`config.mk`:
```
export PLATFORM = sky130hd
export DESIGN_NAME = ber_d2i_stack
export DESIGN_NICKNAME = d
export VERILOG_FILES = /design/src/ber_definite_to_indefinite_top_defines.svh /design/src/ber_d2i_pkg.sv /design/src/ber_d2i_cell.sv /design/src/ber_d2i_stack.sv
export SDC_FILE = /design/constraint.sdc
export NUM_CORES = 2
export LEC_CHECK = 0
export ABC_AREA = 1
export BUFFER_PORTS_ARGS = -buffer_cell sky130_fd_sc_hd__buf_2
export CAP_MARGIN = 20
export CORE_ASPECT_RATIO = 0.6
export CORE_MARGIN = 2
export CORE_UTILIZATION = 40
export DETAILED_ROUTE_END_ITERATION = 10
export HOLD_SLACK_MARGIN = 0.02
export SLEW_MARGIN = 20
export SYNTH_ARGS = -nofsm -noshare
export SYNTH_HDL_FRONTEND = slang
export SYNTH_HIERARCHICAL = 1
export SYNTH_SLANG_ARGS = --single-unit
```
`constraint.sdc`:
```
create_clock -name clk_i -period 6.67 [get_ports clk_i]
set_input_delay 1.334 -clock clk_i [delete_from_list [all_inputs] [get_ports clk_i]]
set_output_delay 1.334 -clock clk_i [all_outputs]
set_load 0.005 [all_outputs]
```
`src/ber_definite_to_indefinite_top_defines.svh`:
```
// ----------------------------------------------------------------------------
// ber definite to indefinite: assertion macros
// Shared concurrent assertion helpers for the converter.
// ----------------------------------------------------------------------------
`ifndef BER_DEFINITE_TO_INDEFINITE_TOP_DEFINES_SVH
`define BER_DEFINITE_TO_INDEFINITE_TOP_DEFINES_SVH

// same-cycle implication
`define BER_D2I_ASSERT_NOW(label, clk, rst_n, a, c, msg) \
  label: assert property (@(posedge clk) disable iff (!rst_n) (a) |-> (c)) \
    else $error(msg);

// next-cycle implication
`define BER_D2I_ASSERT_NEXT(label, clk, rst_n, a, c, msg) \
  label: assert property (@(posedge clk) disable iff (!rst_n) (a) |=> (c)) \
    else $error(msg);

`endif

```
`src/ber_d2i_pkg.sv`:
```
// ----------------------------------------------------------------------------
// ber_d2i_pkg
// Constants, types and codes of the definite to indefinite length converter.
// ----------------------------------------------------------------------------
package ber_d2i_pkg;

  localparam int MAX_DEPTH = 16;
  localparam int LEN_BITS  = 32;
  localparam int TOP_W     = $clog2(MAX_DEPTH + 1);
  localparam int NEST_W    = 5;
  localparam int HDR_W     = 5;
  localparam int CLEN_W    = 32;

  typedef enum logic [1:0] {
    KIND_COPY  = 2'd0,
    KIND_INDEF = 2'd1,
    KIND_EOC   = 2'd2
  } kind_e;

  typedef enum logic [1:0] {
    OP_HOLD = 2'd0,
    OP_PUSH = 2'd1,
    OP_POP  = 2'd2
  } cell_op_e;

  typedef enum logic [1:0] {
    ST_IDLE  = 2'd0,
    ST_EVAL  = 2'd1,
    ST_CLOSE = 2'd2
  } state_e;

  typedef struct packed {
    logic [LEN_BITS-1:0] len;
    logic [LEN_BITS-1:0] cnt;
  } lvl_t;

  typedef struct packed {
    cell_op_e            op;
    logic [LEN_BITS-1:0] push_len;
    logic [LEN_BITS-1:0] head_add;
    logic [LEN_BITS-1:0] second_add;
  } stack_ctl_t;

endpackage

```
`src/ber_d2i_cell.sv`:
```
// ----------------------------------------------------------------------------
// ber_d2i_cell
// One stack level: length and byte count, shifts with its neighbors.
// ----------------------------------------------------------------------------
module ber_d2i_cell
  import ber_d2i_pkg::*;
(
  input  logic                clk_i,
  input  cell_op_e            op_i,
  input  logic [LEN_BITS-1:0] addend_i,
  input  lvl_t                left_i,
  input  lvl_t                right_i,
  output lvl_t                lvl_o
);

  lvl_t lvl_q, lvl_d, sel;

  always_comb begin
    case (op_i)
      OP_PUSH: sel = left_i;
      OP_POP:  sel = right_i;
      default: sel = lvl_q;
    endcase
    lvl_d.len = sel.len;
    lvl_d.cnt = sel.cnt + addend_i;
  end

  always_ff @(posedge clk_i) begin
    lvl_q <= lvl_d;
  end

  assign lvl_o = lvl_q;

endmodule

```
`src/ber_d2i_stack.sv`:
```
// ----------------------------------------------------------------------------
// ber_d2i_stack
// Row of level cells; the innermost open level sits in the head cell.
// ----------------------------------------------------------------------------
module ber_d2i_stack
  import ber_d2i_pkg::*;
(
  input  logic       clk_i,
  input  stack_ctl_t ctl_i,
  output lvl_t       head_o
);

  lvl_t lvl [MAX_DEPTH];

  for (genvar i = 0; i < MAX_DEPTH; i++) begin : g_cell
    lvl_t                left, right;
    logic [LEN_BITS-1:0] addend;

    if (i == 0) begin : g_head
      assign left   = '{len: ctl_i.push_len, cnt: '0};
      assign addend = ctl_i.head_add;
    end else if (i == 1) begin : g_second
      assign left   = lvl[i-1];
      assign addend = ctl_i.second_add;
    end else begin : g_rest
      assign left   = lvl[i-1];
      assign addend = '0;
    end

    if (i == MAX_DEPTH - 1) begin : g_tail
      assign right = '0;
    end else begin : g_mid
      assign right = lvl[i+1];
    end

    ber_d2i_cell u_cell (
      .clk_i    (clk_i),
      .op_i     (ctl_i.op),
      .addend_i (addend),
      .left_i   (left),
      .right_i  (right),
      .lvl_o    (lvl[i])
    );
  end

  assign head_o = lvl[0];

endmodule

```
After elaboration in Yosys (flattened, before gate mapping)

Index checks and enable logic that the tools add are counted.

Register bits: 1,024
Input port bits: 99
Output and inout bits: 64
Logic and storage cells: 53

Add/sub/neg operators: 2
Equality and inequality tests: 2
Muxes and demuxes: 16
Reduce and logical (&&, ||, !) cells: 1

Operator list:

| cell                                                            | count |
|---|---|
| 64-bit case mux with 2 select lines                             | 16 |
| 32-bit adder                                                    | 2 |
| 2-bit by 1-bit == test with 1-bit output, second input constant | 1 |
| 2-bit == test, second input constant                            | 1 |
| 2-bit nonzero test                                              | 1 |

Logic depth before layout (Yosys ltp)

Depth after elaboration: 3
Depth in mapped cells: 19

Cells and area by module

The synthesis kept the hierarchy.

By module, submodules not included:

| module                                | times used | cells each | area each (sq um) | sequential area each (sq um) |
|---|---|---|---|---|
| ber_d2i_cell at g_cell[0].u_cell ...  | 6          | 797        | 5,245.0           | 1,601.5 |
| ber_d2i_cell at g_cell[15].u_cell ... | 6          | 797        | 5,177.5           | 1,601.5 |
| ber_d2i_cell at g_cell[7].u_cell ...  | 3          | 797        | 5,170.0           | 1,601.5 |
| ber_d2i_cell at g_cell[6].u_cell      | 1          | 797        | 5,188.7           | 1,601.5 |
| ber_d2i_stack                         | 1          | 1          | 3.8               | 0.0 |

Worst setup path before layout

No wires, ideal clock.

Path kind: input -> register
Start: in ctl_i[96] (netlist bit)
End: reg g_cell[1].u_cell.lvl_q, in the netlist g_cell[1].u_cell/lvl_o[28]
Library setup time: 0.112 ns
Arrival: 4.361 ns
Required time: 6.558 ns
Path slack: 2.197 ns
Cell stages on the path: 17
Path through: inv_1 -> ha_1 -> inv_1 -> clkbuf_1 -> o21ai_0 -> inv_1 -> ha_1 -> inv_1 -> fa_1 -> inv_1 -> nand3_1 -> nand3_1 -> nand3_1 -> nand3_1 -> nand2_1 -> nand3_1 -> nand2_1

RTL lines:

| item                 | line               | text |
|---|---|---|
| from (decl)          | ber_d2i_stack.sv:9 | `input stack_ctl_t ctl_i,` |
| to (signal assigned) | ber_d2i_cell.sv:29 | `lvl_q <= lvl_d;` |
| to (decl)            | ber_d2i_cell.sv:16 | `lvl_t lvl_q, lvl_d, sel;` |

==> impl_metrics.csv <==
group,metric,value,unit
drt,drc,0,
sta,tightestPinTransition,1.04,ns
drt,dr.pass1.iters,8,
drt,viasPerCell,5.14,
drt,num_vias,83153,
yosys,synthFlopType,"edfxtp_1",
floorplan,initial_core_util,0.403,
sta,slew_headroom,0.306,
sta,rsz0062_at_grt,"no",
cts,cts_setup_buffers,0,
cts,numCtsBuffers,111,
drt,drt_wl_total,312000,um
yosys,avgSynthCellArea,6.53,um2
hold_path,hold_class,"flop to flop",
floorplan,die_h,357,um
finish,final-instance-count-excl-fill,16174,
cts,htreeDepth,3,
power,leakage,51.4,nW
yosys,yosys-top-cells-count,"nand2_1, inv_1, a21oi_1, nor2_1, ha_1",
finish,antennaDiodeCount,0,
sta,layout_setup_ws,2.38,ns
drt,drtAntennaViolNets,0,
grt,grt_remaining_overflow,0,
cts,cts_buffer_depth,3,
grt,grt_antenna_before_repair,1,
cts,numClockSinks,1024,
placement,place_inst,15972,
setup_path,worstPathArrival,4.96,ns
sta,finalSetupTns,0,ns
setup_path,slowest_delay,0.69,ns
grt,track_usage,0.285,
drt,drt_iter0_drc,11714,
cts,cts-root-buf,"clkbuf_16",
setup_path,path_cells,"buf_2 > inv_1 > ha_2 > inv_2 > buf_4 > o21ai_0 > inv_1 > ha_1 > nand2_1 > nor2_1 > nand2_1 > nor2_1 > nand2_1 > nand4_1 > nand2_1",
placement,numPortBuffers,162,
placement,gp_congestion,1.00,
finish,syn_to_final_growth,10.9,%
setup_path,cp_top_family,"buffers and inverters",
cts,cts_tree,"built",
yosys,synthCells,12753,
setup_path,end_kind,"flop",
yosys,yosysMostFrequentCell,"nand2_1",
sta,skew,0.0442,ns
yosys,synth_area,83200,um2
setup_path,worst_path_most_repeated_cell,"nand2_1",
yosys,synth_edf_count,512,
floorplan,io_pins,163,
yosys,ys_types,32,
floorplan,die_area,212000,um2
finish,drive_gt1_frac,0.0608,
yosys,async_flop_share,0,
setup_path,cp_max_fo,46,
grt,grt_max_degree,65,
cts,cts_resized,0,
drt,wl_per_cell,19.3,um
sta,max_freq,0.233,GHz
sta,min_period,4.29,ns
sta,fin_crit_sh,0.642,
run,drv_cap,0,
placement,hpwl,253000,um
power,powerDensity,382,nW/um2
cts,insertion_delay,0.79,ns
yosys,synth_top_area_frac,0.216,
floorplan,rows,129,
setup_path,path_buf_inv,5,
yosys,yosys_warnings,6,
yosys,yosys_register_bits,1024,
yosys,synth_seq_area_share,0.308,
power,ir_drop,0.000253,V
placement,dp_worst_setup_slack,1.71,ns
yosys,synth_area_leader_cell,"nand2_1",
sta,finalMaxSlewViolations,0,
setup_path,critPathKind,"input port to flop",
yosys,synth.area.top_cells,"nand2_1, edfxtp_1, dfxtp_1",
cts,cts_hold_buf,0,
grt,grt_pass1_wl,460000,um
setup_path,slowest_stage,"ha_2",
finish,fillers,21977,
floorplan,die_w,593,um
sta,finalHoldViolCount,0,
sta,setup_viol,0,
sta,hold_slack,0.587,ns
finish,largest_reg_flops,1024,
setup_path,required,7.34,ns
floorplan,core_area,206000,um2
cts,clkTransAtPathRegs,0.06,ns
finish,final_util,0.447,
setup_path,cp-start-kind,"input port",
grt,grt_pass1_vias,70599,
finish,fin_nets,14025,
status,outcome,"finished, final reports clean",
==> power by group <==
| part | internal, mW | switching, mW | total [mW] |
|---|---|---|---|
| clock | 3.48 | 2.98 | 6.46 |
| sequential | 8.74 | 2.22 | 11.0 |
| combinational | 5.66 | 12.2 | 17.9 |
| total | 17.9 | 17.4 | 35.3 |
==> kinds of logic (layout without fill, tap and decap cells) <==
| group | count (synthesis) | count (layout) | share of synthesized area |
|---|---|---|---|
| DFF | 1024 | 1024 | 0.308 |
| xor gates and xnor gates | 228 | 228 | 0.0240 |
| AOI/OAI and AO/OA | 1892 | 1892 | 0.146 |
| other | 1 | 614 | 0.0000451 |
| buffers and inverters | 2824 | 2881 | 0.131 |
| and+or+nand+nor | 6192 | 6192 | 0.300 |
| adders and majority gates | 592 | 592 | 0.0904 |
==> layout by cell type, fill, tap and decap left out, drive strengths merged, types with 73 or more instances in the layout <==
master  count
a21oi     844
a221o     496
buf       239
clkbuf    156
conb      614
dfxtp     512
edfxtp    512
ha        576
inv      2437
nand2    4964
nand3     439
nand4      73
nor2      636
o21ai     496
xor2      196
==> final cells by class <==
class,count,area (um2),share of cell area
clock inverters,46,459,0.00497
inverters,2440,9160,0.0993
clock buffers,156,3180,0.0344
flip-flops and latches,1024,25600,0.278
well taps,2751,3440,0.0373
multi-input cells,9518,49000,0.531
repair buffers,239,1390,0.0150
==> worst paths after layout <==
path	depth (start not counted)	slack, ns	end	start
worst min register to register	2	0.59	g_cell[14].u_cell/lvl_o[44]	g_cell[15].u_cell/lvl_o[44]
worst min-delay path	2	0.59	g_cell[14].u_cell/lvl_o[44]	g_cell[15].u_cell/lvl_o[44]
worst max register to register	11	4.04	g_cell[0].u_cell/lvl_o[25]	g_cell[1].u_cell/lvl_o[24]
worst max-delay path	15	2.38	g_cell[1].u_cell/lvl_o[26]	ctl_i[96]
==> layer usage <==
metal	wire length, um	GRT usage	vias to the layer above
li1	-	-	41016
met1	168000	0.500	38026
met2	94200	0.292	3931
met3	48000	0.119	178
met4	2450	0.0289	2
met5	204	0.00661	-
==> worst reg2reg max path, cell delays in order (launching register included) <==
cell and delay [ns]:
dfxtp_1 0.41, a221o_1 0.36, o21ai_0 0.08, inv_1 0.06, ha_1 0.53, nand2_1 0.17, nor2_1 0.37, nand2_1 0.18
nor2_1 0.13, nand2_1 0.09, nand4_1 0.11, nand2_1 0.05
==> per-stage QoR <==
step / instance area (um2) / power, mW
after floorplan: 85500 / 21.9
after global placement: 88700 / 25.8
after detailed placement: 88700 / 25.8
after CTS: 92300 / 32.3
after global routing: 92300 / 37.6
final: 92300 / 35.3
Note: power is estimated with default switching activity, not from simulation.
